--- config.mk ---
export PLATFORM = sky130hd
export DESIGN_NAME = signed_binary_to_ascii_decimal_unit_flat
export DESIGN_NICKNAME = d
export VERILOG_FILES = /design/src/rtl/core/sbad_pkg.sv /design/src/rtl/core/sbad_if.sv /design/src/rtl/core/signed_binary_to_ascii_decimal_unit.sv /design/src/flat_wrapper.sv
export SDC_FILE = /design/constraint.sdc
export NUM_CORES = 1
export LEC_CHECK = 0
export BUFFER_PORTS_ARGS = -buffer_cell sky130_fd_sc_hd__buf_2
export CAP_MARGIN = 20
export CELL_PAD_IN_SITES_DETAIL_PLACEMENT = 1
export CELL_PAD_IN_SITES_GLOBAL_PLACEMENT = 2
export CORE_MARGIN = 2
export CORE_UTILIZATION = 35
export DETAILED_ROUTE_END_ITERATION = 16
export PLACE_DENSITY = 0.86
export SYNTH_ARGS = -nofsm -noshare
export SYNTH_HDL_FRONTEND = slang
export SYNTH_SLANG_ARGS = --single-unit
export TNS_END_PERCENT = 1
--- constraint.sdc ---
create_clock -name clk -period 3.4 [get_ports clk]
set_clock_uncertainty 0.05 [all_clocks]
set_input_delay 0.17 -clock clk [delete_from_list [all_inputs] [get_ports clk]]
set_output_delay 0.17 -clock clk [all_outputs]
set_load 0.01 [all_outputs]
--- src/rtl/core/sbad_pkg.sv ---
package sbad_pkg;

  localparam int BIN_W    = 32;
  localparam int CHAR_W   = 8;
  localparam int NUM_DIG  = 10;
  localparam int BCD_W    = 4 * NUM_DIG;
  localparam int CNT_W    = $clog2(BIN_W);
  localparam int DIG_W    = $clog2(NUM_DIG + 1);

  localparam logic [CHAR_W-1:0] CHAR_ZERO  = 8'h30;
  localparam logic [CHAR_W-1:0] CHAR_MINUS = 8'h2D;

  typedef logic [BCD_W-1:0] bcd_t;

  function automatic bcd_t bcd_adjust(input bcd_t d);
    bcd_t r;
    r = d;
    for (int i = 0; i < NUM_DIG; i++) begin
      if (d[4*i +: 4] >= 4'd5) begin
        r[4*i +: 4] = d[4*i +: 4] + 4'd3;
      end
    end
    return r;
  endfunction

endpackage

--- src/rtl/core/sbad_if.sv ---
interface sbad_bin_if import sbad_pkg::*; ();
  logic                     valid;
  logic                     ready;
  logic signed [BIN_W-1:0]  value;

  modport source (output valid, output value, input ready);
  modport sink   (input valid, input value, output ready);
endinterface

interface sbad_char_if import sbad_pkg::*; ();
  logic              valid;
  logic              ready;
  logic [CHAR_W-1:0] character;
  logic              last;

  modport source (output valid, output character, output last, input ready);
  modport sink   (input valid, input character, input last, output ready);
endinterface

--- src/rtl/core/signed_binary_to_ascii_decimal_unit.sv ---
// Signed binary to ASCII decimal text.
// in_word (sink): one signed 32-bit value per word, taken when valid and ready.
// out_char (source): the decimal text of that value, one ASCII character per
// word, most significant digit first, a leading '-' for negative values and
// last set on the final character. Zero gives a single '0'.
// The value is shifted bit-serially through a double-dabble BCD register,
// one bit per cycle. Then the minus sign is loaded when the value is negative,
// the leading zero scan drops the leading zero digits (up to 9), and the
// printed characters are loaded one at a time; the sign and each character
// wait for a free output register. A new word is taken only after the last
// character of the previous one is loaded.
// in_word.ready is high only while no conversion is running; it rises again
// as soon as the last character is loaded into the output register.
// A stalled receiver holds the output register and the block waits with it;
// no character is dropped or repeated.
// Reset clears the control state and the output valid; any item in flight
// is discarded.
module signed_binary_to_ascii_decimal_unit import sbad_pkg::*; (
  input  logic             clk,
  input  logic             rst_n,
  sbad_bin_if.sink         in_word,
  sbad_char_if.source      out_char
);

  typedef enum logic [2:0] {
    S_IDLE,
    S_CONV,
    S_SIGN,
    S_SKIP,
    S_EMIT
  } state_t;

  state_t              state_r, state_nxt;
  logic [BIN_W-1:0]    bin_r, bin_nxt;
  bcd_t                bcd_r, bcd_nxt;
  logic [CNT_W-1:0]    cnt_r, cnt_nxt;
  logic [DIG_W-1:0]    dig_r, dig_nxt;
  logic                neg_r, neg_nxt;
  logic                out_valid_r, out_valid_nxt;
  logic [CHAR_W-1:0]   out_character_r, out_character_nxt;
  logic                out_last_r, out_last_nxt;

  logic                in_fire;
  logic                slot_free;
  logic [BIN_W-1:0]    raw;
  logic [3:0]          top_dig;
  bcd_t                bcd_adj;

  assign raw       = $unsigned(in_word.value);
  assign in_fire   = in_word.valid && in_word.ready;
  assign slot_free = !out_valid_r || out_char.ready;
  assign top_dig   = bcd_r[BCD_W-1 -: 4];
  assign bcd_adj   = bcd_adjust(bcd_r);

  assign in_word.ready      = (state_r == S_IDLE);
  assign out_char.valid     = out_valid_r;
  assign out_char.character = out_character_r;
  assign out_char.last      = out_last_r;

  always_comb begin
    state_nxt         = state_r;
    bin_nxt           = bin_r;
    bcd_nxt           = bcd_r;
    cnt_nxt           = cnt_r;
    dig_nxt           = dig_r;
    neg_nxt           = neg_r;
    out_valid_nxt     = out_valid_r;
    out_character_nxt = out_character_r;
    out_last_nxt      = out_last_r;

    if (out_valid_r && out_char.ready) begin
      out_valid_nxt = 1'b0;
    end

    unique case (state_r)
      S_IDLE: begin
        if (in_fire) begin
          neg_nxt   = raw[BIN_W-1];
          bin_nxt   = raw[BIN_W-1] ? (~raw + 1'b1) : raw;
          bcd_nxt   = '0;
          cnt_nxt   = '0;
          state_nxt = S_CONV;
        end
      end
      S_CONV: begin
        bcd_nxt = {bcd_adj[BCD_W-2:0], bin_r[BIN_W-1]};
        bin_nxt = {bin_r[BIN_W-2:0], 1'b0};
        cnt_nxt = cnt_r + 1'b1;
        if (cnt_r == CNT_W'(BIN_W - 1)) begin
          dig_nxt   = DIG_W'(NUM_DIG);
          state_nxt = neg_r ? S_SIGN : S_SKIP;
        end
      end
      S_SIGN: begin
        if (slot_free) begin
          out_valid_nxt     = 1'b1;
          out_character_nxt = CHAR_MINUS;
          out_last_nxt      = 1'b0;
          state_nxt         = S_SKIP;
        end
      end
      S_SKIP: begin
        if (top_dig == 4'd0 && dig_r > DIG_W'(1)) begin
          bcd_nxt = {bcd_r[BCD_W-5:0], 4'd0};
          dig_nxt = dig_r - 1'b1;
        end else begin
          state_nxt = S_EMIT;
        end
      end
      S_EMIT: begin
        if (slot_free) begin
          out_valid_nxt     = 1'b1;
          out_character_nxt = CHAR_ZERO + {4'd0, top_dig};
          out_last_nxt      = (dig_r == DIG_W'(1));
          bcd_nxt           = {bcd_r[BCD_W-5:0], 4'd0};
          dig_nxt           = dig_r - 1'b1;
          if (dig_r == DIG_W'(1)) begin
            state_nxt = S_IDLE;
          end
        end
      end
      default: state_nxt = S_IDLE;
    endcase
  end

  always_ff @(posedge clk) begin
    if (!rst_n) begin
      state_r     <= S_IDLE;
      out_valid_r <= 1'b0;
    end else begin
      state_r     <= state_nxt;
      out_valid_r <= out_valid_nxt;
    end
    bin_r           <= bin_nxt;
    bcd_r           <= bcd_nxt;
    cnt_r           <= cnt_nxt;
    dig_r           <= dig_nxt;
    neg_r           <= neg_nxt;
    out_character_r <= out_character_nxt;
    out_last_r      <= out_last_nxt;
  end

  a_busy_after_accept: assert property (@(posedge clk) disable iff (!rst_n)
    in_fire |=> !in_word.ready)
    else $error("input taken while conversion starts");

  a_char_legal: assert property (@(posedge clk) disable iff (!rst_n)
    out_valid_r |-> (out_character_r == CHAR_MINUS ||
                     (out_character_r >= CHAR_ZERO &&
                      out_character_r <= CHAR_ZERO + 8'd9)))
    else $error("illegal character emitted");

  a_minus_not_last: assert property (@(posedge clk) disable iff (!rst_n)
    (out_valid_r && out_character_r == CHAR_MINUS) |-> !out_last_r)
    else $error("minus sign marked last");

  a_conv_no_output_load: assert property (@(posedge clk) disable iff (!rst_n)
    (state_r == S_CONV && !out_valid_r) |=> !out_valid_r)
    else $error("output loaded during conversion");

endmodule

--- src/flat_wrapper.sv ---
// flat-port wrapper written by rule: the top's interface ports become plain ports
module signed_binary_to_ascii_decimal_unit_flat import sbad_pkg::*;
  (clk, rst_n, in_word_valid, in_word_value, in_word_ready, out_char_valid, out_char_character, out_char_last, out_char_ready);
  sbad_bin_if in_word_i ();
  sbad_char_if out_char_i ();
  input  logic clk;
  input  logic rst_n;
  input wire logic [$bits(in_word_i.valid)-1:0] in_word_valid;
  input wire logic [$bits(in_word_i.value)-1:0] in_word_value;
  output wire logic [$bits(in_word_i.ready)-1:0] in_word_ready;
  output wire logic [$bits(out_char_i.valid)-1:0] out_char_valid;
  output wire logic [$bits(out_char_i.character)-1:0] out_char_character;
  output wire logic [$bits(out_char_i.last)-1:0] out_char_last;
  input wire logic [$bits(out_char_i.ready)-1:0] out_char_ready;
  assign in_word_i.valid = in_word_valid;
  assign in_word_i.value = in_word_value;
  assign in_word_ready = in_word_i.ready;
  assign out_char_valid = out_char_i.valid;
  assign out_char_character = out_char_i.character;
  assign out_char_last = out_char_i.last;
  assign out_char_i.ready = out_char_ready;
  signed_binary_to_ascii_decimal_unit u_core (.clk(clk), .rst_n(rst_n), .in_word(in_word_i), .out_char(out_char_i));
endmodule
-- Yosys cells after proc, flatten, opt, wreduce, memory -nomap -nowiden
Index checks and enable logic that the tools add are counted.
- reduce and logical (&&, ||, !) cells: 18
- add/subtract/negate cells: 14
- bitwise operators: 1
- multiplexer cells: 40
- eq/ne operators: 13
- magnitude comparators: 11
- operators with widths (operator ; number):
    40-bit one-hot mux with 4 select lines ; 1
    40-bit 2-to-1 mux ; 3
    32-bit 2-to-1 mux ; 2
    32-bit one-hot mux with 2 select lines ; 1
    4-bit 2-to-1 mux ; 12
    4-bit by 3-bit >= comparator with 1-bit output (second input constant) ; 10
    4-bit by 2-bit adder with 4-bit output (second input constant) ; 9
    32-bit by 1-bit adder with 32-bit output (second input constant) ; 1
    32-bit inverter ; 1
    3-bit 2-to-1 mux ; 7
    8-bit 2-to-1 mux ; 2
    8-bit one-hot mux with 2 select lines ; 1
    3-bit one-hot mux with 5 select lines ; 1
    4-bit one-hot mux with 3 select lines ; 1
    2-bit by 1-bit != test with 1-bit output (second input constant) ; 5
    5-bit one-hot mux with 2 select lines ; 1
    4-bit AND reduction ; 2
    6-bit by 4-bit adder with 7-bit output (first input constant) ; 1
    3-bit by 2-bit equality test with 1-bit output (second input constant) ; 2
    1-bit 2-to-1 mux ; 6
    6-bit AND reduction ; 1
    5-bit by 1-bit adder with 5-bit output (second input constant) ; 1
    5-bit equality test (second input constant) ; 1
    5-bit 2-to-1 mux ; 1
    other kinds (19) ; 24
- word-level logic and storage cells: 106
- register bits: 95
- output and inout bits: 11
- input port bits: 36

-- Depth between registers and ports, before layout
Gate-level depths: netlist (run 1).
- word-level depth: 5
- mapped depth: 7
- mapped depth without buffers: 7

-- Worst setup path after synthesis (run 1)
No wires, ideal clock.
- path kind: register to register
- start point: register u_core.dig_r[0]
- end point: register u_core.bcd_r[0] (enable)
- period minus slack after synthesis: 3.596 ns
- library setup time: 0.452 ns
- slack: -0.196 ns
- path buffers: 0
- stages on the path, launching flop included: 8
- data required time: 2.898 ns
- arrival time: 3.094 ns
- cell sequence: edfxtp_1 inv_1 ha_1 nor2_1 o311ai_0 inv_1 a21oi_1 o22ai_1
- cells in the longest elaborated chain, start to end: 4
- ends and longest elaborated chain (what ; line ; RTL):
    from (decl) ; signed_binary_to_ascii_decimal_unit.sv:37 ; logic [DIG_W-1:0] dig_r, dig_nxt;
    from (signal assigned) ; signed_binary_to_ascii_decimal_unit.sv:137 ; dig_r <= dig_nxt;
    4-bit by 1-bit greater-than comparator with 1-bit output ; signed_binary_to_ascii_decimal_unit.sv:103 ; if (top_dig == 4'd0 && dig_r > DIG_W'(1)) begin
    1-bit logical AND ; signed_binary_to_ascii_decimal_unit.sv:103 ;
    2-bit by 1-bit != test with 1-bit output (no line) ; -- ;
    4-bit AND reduction (no line) ; -- ;
    to (signal assigned) ; signed_binary_to_ascii_decimal_unit.sv:135 ; bcd_r <= bcd_nxt;
    to (decl) ; signed_binary_to_ascii_decimal_unit.sv:35 ; bcd_t bcd_r, bcd_nxt;
Every way passes these cells.
A chain may end at the register's enable or synchronous reset.

-- Final worst setup path (run 1)
- start point: register u_core.dig_r[0]
- end point: register u_core.bcd_r[16] (enable)
Same word-level chain as after synthesis.

==> key figures, run 1 <==
Floorplanning
  – I/O pins: 47
  – Row count: 46
  – Die W: 130 um
  – Die Ht: 130 um
  – CORE AREA: 15700 um^2
  – Starting Density: 0.353
  – Die area: 16900 um^2

Clock tree
  – Clk sink count: 92
  – Total CTS buffers: 9
  – TritonCTS clock tree: yes
  – CTS Hold Bufs: 0
  – Root buffer cell: clkbuf_16
  – Setup bufs post-CTS: 0
  – Number of H-tree levels: 3
  – Skew-Pair Late Insertion Delay: 0.35 ns
  – Clock Tree Buf Depth: 2
  – Clock-pin slew on the worst setup and hold paths: 0.07 ns
  – CTS resizes: 0

Global route
  – Gr ovfl total: 0
  – Fraction of met1 tracks used by global routing: 0.200
  – Largest net degree at the start of global routing: 56
  – Met3 Use GR: 0.0287
  – Vias in the first global route: 4335
  – Most used routing layer: met2
  – Met2 GRT Util: 0.271
  – Initial antenna violation count: 0
  – Overall routing resource usage: 0.158
  – First-pass GRT wire length: 21000 um

Logic synthesis
  – Largest cells by area after synthesis: edfxtp_1, o21ai_0, ha_1, nand2_1, xor2_1
  – Most common cell in the synthesized netlist: edfxtp_1
  – EDFF count, synth: 88
  – Syn Inst Count: 556
  – Yosys warnings: 0
  – Top FF cell, synth: edfxtp_1
  – Syn Area/Cell: 9.98 um^2
  – Async set or reset register ratio after synthesis: 0
  – Seq cells post-synth: 92
  – Yosys top cell area share: 0.476
  – Cell taking the most area after synthesis: edfxtp_1
  – Post-synth top cells: edfxtp_1, nand2_1, o21ai_0
  – Sequential share of the synthesized area: 0.491
  – Synth unique cells: 45
  – Post-Synthesis Cell Area: 5550 um^2

Cells and area
  – Fin nets: 651
  – Share of layout cells above drive strength 1: 0.126
  – Register area: 2720 um^2
  – Util after Layout: 0.398
  – Multi-input gate area: 2610 um^2
  – # diodes: 0
  – Layout area overhead: 12.7%
  – Fill cells: 1783

Worst setup path
  – Reg2Reg Depth: 9
  – Reg2reg start: u_core.dig_r[0]
  – WS Path Type: reg2reg
  – CP endpoint kind: flip-flop
  – Critical Path AT: 2.41 ns
  – CP max FO: 40
  – CP Data Required Time: 3.39 ns
  – Reg2Reg Setup Slack: 0.98 ns
  – Reg2reg end: u_core.bcd_r[16]
  – Startpoint type of the worst setup path: flip-flop

Run status
  – Status: completed

Timing
  – Worst rel slew slack: 0.318
  – # setup viols final: 0
  – Hold slack: 0.0371 ns
  – RSZ-0062 raised after global routing: no
  – Tmin final: 2.42 ns
  – Final Hold Fails: 0
  – Final Slew Violations: 0
  – Tightest Pin Transition: 1.01 ns
  – TNS Setup: 0 ns
  – Fin crit share: 0.711
  – Fmax: 0.414 GHz

Place
  – GPL Wtd Cong: 0.833
  – Final HPWL DP: 8680 um
  – I/O Buffers: 43

Drt
  – Remaining antenna violation count: 0
  – First-pass DRT Iterations: 4
  – DR vias/cell: 5.09
  – Drt drc: 0
  – Drt initial violations: 226
  – Wire per inst: 15.2 um
  – DR vias: 4119
  – WL final: 12300 um

Hold path
  – Min-Delay Path Class: in2reg
  – WHS Path Cells: 2
  – WHS Endpoint: u_core.state_r[2]
  – Hold path start: rst_n

Power and ir drop
  – Maximum VDD drop: 0.291 mV
  – Leak: 0.00227 uW
  – Power Dens Cells: 536 nW/um^2

Job
  – Max-cap violation count: 0
==> layout make-up <==
type	count	area share
flip-flops and latches	92	0.436
multi-input cells	408	0.418
repair buffers	49	0.0436
well taps	216	0.0432
clock buffers	11	0.0372
inverters	30	0.0180
clock inverters	4	0.00420
==> per-layer routing <==
metal,share of wire,routed length [um]
met5,0,0
met4,0.0089,110
met3,0.024,298
met2,0.49,6010
met1,0.48,5930
==> critical path, stage by stage, from the launching register on <==
cell      delay, ns
edfxtp_1       0.47
inv_1          0.09
ha_1           0.19
nor2_1         0.05
o311ai_0       0.31
buf_4          0.20
inv_1          0.05
a21oi_1        0.24
o22ai_4        0.10
buf_4          0.32
==> layout by cell type (no fill, tap or decap), types with 9 or more instances in the layout <==
cell / n
a21oi_1: 37
a22o_1: 9
buf_2: 43
clkbuf_16: 9
edfxtp_1: 88
ha_1: 25
inv_1: 30
nand2_1: 68
nand2b_1: 13
nor2_1: 32
nor3b_1: 13
o21ai_0: 64
o31ai_1: 16
or4_1: 10
xnor2_1: 21
xor2_1: 28
==> per-stage QoR <==
stage          setup WS [ns]  cell area, um^2  instances  total power, uW
3_3_place_gp           0.934             5990        795             2400
2_1_floorplan          0.756             5560        557             2200
4_1_cts                0.964             6250        810             3400
6_report               0.983             6250        810             3350
3_5_place_dp           0.842             5990        795             2460
5_1_grt                0.775             6250        810             3570
==> flip-flops by register name, indices dropped and copies added, names as in the netlist, 3 cells and up <==
register / flops
u_core.state_r: 3
u_core.cnt_r: 5
u_core.bin_r: 32
u_core.out_char.character: 5
u_core.bcd_r: 40
u_core.dig_r: 4
==> power by group <==
group          internal [uW]  total, uW  switching, uW
Combinational            299        761            462
Sequential              1510       1670            152
Clock                    493        922            430
==> cell families after synthesis <==
group / after synthesis / share of synthesized area
AOI/OAI and AO/OA: 155 / 0.170
xor gates and xnor gates: 49 / 0.0774
adders and majority gates: 25 / 0.0564
buffers and inverters: 57 / 0.0433
DFF: 92 / 0.491
muxes: 3 / 0.00541
other: 2 / 0.00135
and+or+nand+nor: 173 / 0.156
==> how the worst max path moves through the flow <==
stage                      from                to  slack, ns  cells after the start
2_1_floorplan   u_core.dig_r[0]   u_core.bcd_r[0]       0.76                      7
3_3_place_gp   in_word_value[0]  u_core.bin_r[20]       0.93                      8
3_5_place_dp   in_word_value[0]  u_core.bin_r[20]       0.84                      8
4_1_cts         u_core.dig_r[0]  u_core.bcd_r[12]       0.96                      9
5_1_grt         u_core.dig_r[0]  u_core.bcd_r[13]       0.77                      9
6_report        u_core.dig_r[0]  u_core.bcd_r[16]       0.98                      9
No activity file was read; power rests on OpenSTA's default activity.
==> run 2: changes to the inputs <==
--- a/config.mk
+++ b/config.mk
@@ -10,9 +10,9 @@
 export CELL_PAD_IN_SITES_DETAIL_PLACEMENT = 1
 export CELL_PAD_IN_SITES_GLOBAL_PLACEMENT = 2
 export CORE_MARGIN = 2
-export CORE_UTILIZATION = 35
+export CORE_UTILIZATION = 39
 export DETAILED_ROUTE_END_ITERATION = 16
-export PLACE_DENSITY = 0.86
+export PLACE_DENSITY = 0.9
 export SYNTH_ARGS = -nofsm -noshare
 export SYNTH_HDL_FRONTEND = slang
 export SYNTH_SLANG_ARGS = --single-unit
==> constraint.sdc (replaced) <==
create_clock -name clk -period 2.4 [get_ports clk]
set_clock_uncertainty 0.05 [all_clocks]
set_input_delay 0.12 -clock clk [delete_from_list [all_inputs] [get_ports clk]]
set_output_delay 0.12 -clock clk [all_outputs]
set_load 0.01 [all_outputs]
==> key figures, run 2 (same netlist as run 1, synthesis figures left out) <==
Run status
  – Status: completed

Worst setup path
  – Worst path slowest cell: edfxtp_1
  – CP max stage delay: 0.43 ns (-0.04 ns)
  – WS Path Type: reg2reg
  – Reg2Reg Depth: 9 (unchanged)
  – CP endpoint kind: flip-flop
  – Reg2Reg Setup Slack: 0.19 ns (-0.80 ns)
  – Reg2reg end: u_core.bcd_r[9]
  – Startpoint type of the worst setup path: flip-flop
  – CP top delay family: compound AO/OA/AOI/OAI gates
  – CP cell instances: inv_1 > ha_1 > nor2_1 > o311ai_2 > buf_4 > inv_1 > a21oi_1 > o22ai_4 > buf_12
  – CP Data Required Time: 2.43 ns (-0.96 ns)
  – Critical Path AT: 2.25 ns (-0.16 ns)
  – Most used cell along the critical path: inv_1
  – Reg2reg start: u_core.dig_r[0]
  – CP max FO: 40 (unchanged)
  – CP Buf/Inv Count: 4 (unchanged)

Place
  – Final HPWL DP: 8860 um (+2.1%)
  – GPL Wtd Cong: 0.826 (-0.89%)
  – I/O Buffers: 43 (unchanged)
  – Placed Cells: 771 (-3.0%)
  – Placed cell area: 6100 um^2 (+1.8%)

Cells and area
  – Layout area overhead: 15.0%
  – # diodes: 0 (unchanged)
  – Regs by FF count: u_core.bcd_r x40, u_core.bin_r x32
  – Non-Filler Instances: 788 (-2.7%)
  – Final instance area: 6380 um^2 (+2.1%)
  – Most frequent cells in the layout: edfxtp_1, nand2_1, o21ai_0, buf_2, a21oi_1
  – Max reg flops: 40 (unchanged)
  – Most common cell after layout, fill and taps aside: edfxtp_1
  – Share of layout cells above drive strength 1: 0.143 (+0.0168)
  – Largest register by flop count: u_core.bcd_r
  – Util after Layout: 0.460 (+0.0620)
  – Fin nets: 664 (+2.0%)

Drt
  – WL final: 12600 um (+2.2%)
  – Drt initial violations: 170 (-25%)
  – DR vias: 4212 (+2.3%)
  – Drt drc: 0 (unchanged)
  – Remaining antenna violation count: 0 (unchanged)
  – First-pass DRT Iterations: 6 (+2)
  – DR vias/cell: 5.35 (+5.1%)
  – Wire per inst: 16.0 um (+5.1%)

Hold path
  – WHS Endpoint: u_core.bin_r[0]
  – Min-Delay Path Class: in2reg
  – Hold path start: in_word_value[0]
  – WHS Path Cells: 3 (+1)

Global route
  – Overall routing resource usage: 0.179 (+0.0214)
  – Largest net degree at the start of global routing: 56 (unchanged)
  – Vias in the first global route: 4346 (+0.25%)
  – First-pass GRT wire length: 21300 um (+1.2%)
  – Initial antenna violation count: 0 (unchanged)
  – Gr ovfl total: 0 (unchanged)

Job
  – Max-cap violation count: 0 (unchanged)

Timing
  – Final Hold Fails: 0 (unchanged)
  – Fin crit share: 0.923 (+0.212)
  – Hold slack: 0.107 ns (+0.0698 ns)
  – Fmax: 0.452 GHz (+9.1%)
  – # setup viols final: 0 (unchanged)
  – RSZ-0062 raised after global routing: no
  – Tmin final: 2.21 ns (-0.202 ns)
  – Final Slew Violations: 0 (unchanged)

Floorplanning
  – Die W: 123 um (-5.1%)
  – CORE AREA: 13900 um^2 (-12%)
  – I/O pins: 47 (unchanged)
  – Die area: 15200 um^2 (-9.9%)
  – Row count: 43 (-6.5%)
  – Die Ht: 123 um (-5.1%)
  – Starting Density: 0.400 (+0.0466)

Power and ir drop
  – Maximum VDD drop: 0.363 mV (+25%)
  – Power Dens Cells: 755 nW/um^2 (+41%)
  – Leak: 0.00235 uW (+3.8%)

Clock tree
  – Total CTS buffers: 9 (unchanged)
  – Number of H-tree levels: 3 (unchanged)
  – Clk sink count: 92 (unchanged)
  – TritonCTS clock tree: yes
  – Root buffer cell: clkbuf_16
  – Skew-Pair Late Insertion Delay: 0.35 ns (about the same)
  – Clock-pin slew on the worst setup and hold paths: 0.06 ns (about the same)
  – Clock Tree Buf Depth: 2 (unchanged)
run 2: worst max-delay path by stage:
stage                                 from          endpoint  cells after the start
after floorplan            u_core.dig_r[0]   u_core.bcd_r[0]                      7
after global routing       u_core.dig_r[0]  u_core.bcd_r[13]                      9
after detailed placement  in_word_value[0]  u_core.bin_r[18]                      8
after CTS                  u_core.dig_r[0]  u_core.bcd_r[13]                      9
final                      u_core.dig_r[0]   u_core.bcd_r[9]                      9
after global placement    in_word_value[0]  u_core.bin_r[20]                      8
run 2: power breakdown:
part / internal (uW) / switching [uW] / total, uW
clock: 730 / 576 / 1310
combinational: 470 / 679 / 1150
sequential: 2140 / 222 / 2360
run 2: timing repair:
action                                 in CTS  in global routing
setup endpoints to repair                  36                 12
resized for setup                           1                  1
hold buffers                                1                  0
setup buffers                               0                  0
endpoints found under the hold margin       2                  0
run 2: cell type report:
class                   instances  area, um^2
inverters                      30         113
clock buffers                  14         254
well taps                     180         225
flip-flops and latches         92        2720
repair buffers                 62         435
multi-input cells             408        2620
clock inverters                 2        12.5
fillers                      1586        7500
run 2: stage by stage:
step	total power, uW	setup WS (ns)	TNS [ns]
after floorplan	3120	0.106	0
after global placement	3450	0.0444	0
after detailed placement	3540	-0.00862	-0.00862
after CTS	4890	0.107	0
after global routing	5120	0.0758	0
final	4820	0.185	0
run 2: layer usage:
layer  vias up  track usage  part of all wire
met1      2049        0.232              0.47
met4         0       0.0682             0.015
li1       2098            -                 -
met3        10       0.0263             0.026
met2        55        0.303              0.49
met5         -            0                 0
run 2: worst reg2reg max path, stage by stage (launching register included):
cell and delay [ns]:
edfxtp_1 0.43, inv_1 0.09, ha_1 0.19, nor2_1 0.07, o311ai_2 0.26, buf_4 0.20, inv_1 0.05, a21oi_1 0.25
o22ai_4 0.12, buf_12 0.22
==> run 3: changes to the inputs <==
--- a/config.mk
+++ b/config.mk
@@ -13,6 +13,7 @@
 export CORE_UTILIZATION = 39
 export DETAILED_ROUTE_END_ITERATION = 16
 export PLACE_DENSITY = 0.9
+export REMOVE_ABC_BUFFERS = 1
 export SYNTH_ARGS = -nofsm -noshare
 export SYNTH_HDL_FRONTEND = slang
 export SYNTH_SLANG_ARGS = --single-unit
==> key figures, run 3 (same netlist as run 1, synthesis figures left out) <==
Run status
  – Status: completed

Timing
  – Final Hold Fails: 0 (unchanged)
  – # setup viols final: 0 (unchanged)
  – Tmin final: 2.19 ns (-0.0203 ns)
  – Final Slew Violations: 0 (unchanged)
  – Fmax: 0.456 GHz (+0.92%)
  – Post-route setup slack: 0.205 ns (+0.0203 ns)
  – Fin crit share: 0.914 (-0.00846)
  – RSZ-0062 raised after global routing: no

Worst setup path
  – CP Data Required Time: 2.43 ns (about the same)
  – Critical Path AT: 2.23 ns (-0.02 ns)
  – Worst path slowest cell: edfxtp_1
  – CP max stage delay: 0.44 ns (about the same)
  – Worst path depth: 9 (unchanged)
  – Most used cell along the critical path: inv_1
  – Reg2Reg Setup Slack: 0.21 ns (+0.02 ns)
  – CP endpoint kind: flip-flop
  – WS Path Type: reg2reg
  – Reg2Reg Depth: 9 (unchanged)
  – CP top delay family: compound AO/OA/AOI/OAI gates
  – CP max FO: 40 (unchanged)
  – CP cell instances: inv_1 > ha_1 > nor2_1 > o311ai_1 > buf_4 > inv_1 > a21oi_1 > o22ai_4 > buf_12
  – CP Buf/Inv Count: 4 (unchanged)
  – Startpoint type of the worst setup path: flip-flop

Floorplanning
  – Row count: 43 (unchanged)
  – CORE AREA: 13900 um^2 (unchanged)
  – Starting Density: 0.400 (unchanged)
  – Die area: 15200 um^2 (unchanged)
  – I/O pins: 47 (unchanged)
  – Die W: 123 um (unchanged)
  – Die Ht: 123 um (unchanged)

Global route
  – Vias in the first global route: 4530 (+4.2%)
  – First-pass GRT wire length: 21600 um (+1.7%)
  – Overall routing resource usage: 0.182 (+0.00317)
  – Initial antenna violation count: 0 (unchanged)
  – Largest net degree at the start of global routing: 41 (-27%)
  – Gr ovfl total: 0 (unchanged)

Clock tree
  – Number of H-tree levels: 3 (unchanged)
  – Skew-Pair Late Insertion Delay: 0.35 ns (about the same)
  – TritonCTS clock tree: yes
  – Clock Tree Buf Depth: 2 (unchanged)
  – Total CTS buffers: 9 (unchanged)
  – Clk sink count: 92 (unchanged)
  – Clock-pin slew on the worst setup and hold paths: 0.06 ns (about the same)
  – Setup bufs post-CTS: 0 (unchanged)
  – Root buffer cell: clkbuf_16

Drt
  – Wire per inst: 16.2 um (+1.4%)
  – DR vias/cell: 5.35 (+0.12%)
  – Wl on met1: 5840 um (-0.78%)
  – Routed met2 length: 6430 um (+3.4%)
  – Drt initial violations: 217 (+28%)
  – Highest Signal Layer: met4
  – DR vias: 4244 (+0.76%)
  – Remaining antenna violation count: 0 (unchanged)
  – WL final: 12900 um (+2.0%)
  – DR WL met3: 472 um (+44%)
  – Drt drc: 0 (unchanged)
  – First-pass DRT Iterations: 4 (-2)

Place
  – Final HPWL DP: 9220 um (+4.1%)
  – Pre-CTS WS: -0.0582 ns (-0.0496 ns)
  – I/O Buffers: 43 (unchanged)
  – GPL Wtd Cong: 0.817 (-1.1%)

Job
  – Max-cap violation count: 0 (unchanged)

Hold path
  – WHS Path Cells: 3 (unchanged)
  – Min-Delay Path Class: in2reg

Cells and area
  – Regs by FF count: u_core.bcd_r x40, u_core.bin_r x32
  – Fin nets: 670 (+0.90%)
  – Largest register by flop count: u_core.bcd_r
  – Most common cell after layout, fill and taps aside: edfxtp_1
  – Most frequent cells in the layout: edfxtp_1, nand2_1, o21ai_0, buf_2, a21oi_1
  – # diodes: 0 (unchanged)
  – Layout area overhead: 14.5%
  – Share of layout cells above drive strength 1: 0.150 (+0.00699)
  – Max reg flops: 40 (unchanged)
  – Util after Layout: 0.458 (-0.00198)

Power and ir drop
  – Leak: 0.00236 uW (+0.49%)
  – Power Dens Cells: 755 nW/um^2 (about the same)
  – Maximum VDD drop: 0.387 mV (+6.7%)
[run 3: final timing paths]
kind | start | end
min reg2reg | u_core.bin_r[31] | u_core.bcd_r[0]
max | u_core.dig_r[0] | u_core.bcd_r[0]
max reg2reg | u_core.dig_r[0] | u_core.bcd_r[0]
min | in_word_value[0] | u_core.bin_r[0]
[run 3: stage by stage]
stage                     total power, uW  TNS (ns)  cells  area [um^2]  hold slack, ns
after floorplan                      3100    -90.08    530         5420           0.169
after global placement               3440         0    777         6090           0.329
after detailed placement             3550    -0.113    777         6090           0.327
after CTS                            4860         0    793         6350          0.0738
after global routing                 5090         0    793         6350          0.0898
final                                4800         0    793         6350          0.0954
[run 3: timing repair]
item | 4_1_cts | 5_1_grt
hold buffers | 1 | 0
endpoints found under the setup margin | 0 | 40
resized for setup | 0 | 1
hold endpoints to repair | 2 | 0
[run 3: routing by layer]
layer	GRT usage	vias to the layer above
met3	0.0498	10
met2	0.316	64
li1	-	2109
met5	0	-
met1	0.223	2061
met4	0.0497	0
[run 3: cell type report]
type / instances / area, um^2
Fill cell: 1615 / 7530
Multi-Input combinational cell: 408 / 2610
Tap cell: 180 / 225
Sequential cell: 92 / 2720
Clock inverter: 3 / 15.0
Clock buffer: 12 / 236
Timing Repair Buffer: 68 / 430
Inverter: 30 / 113
[run 3: power breakdown]
part | internal [uW] | switching [uW] | total, uW
combinational | 468 | 684 | 1150
clock | 692 | 590 | 1280
sequential | 2140 | 221 | 2360
total | 3300 | 1490 | 4800
[run 3: worst register-to-register path, stage by stage (launching register included)]
cell and delay, ns:
edfxtp_1 0.44, inv_1 0.08, ha_1 0.18, nor2_1 0.06, o311ai_1 0.27, buf_4 0.19
inv_1 0.06, a21oi_1 0.25, o22ai_4 0.13, buf_12 0.19
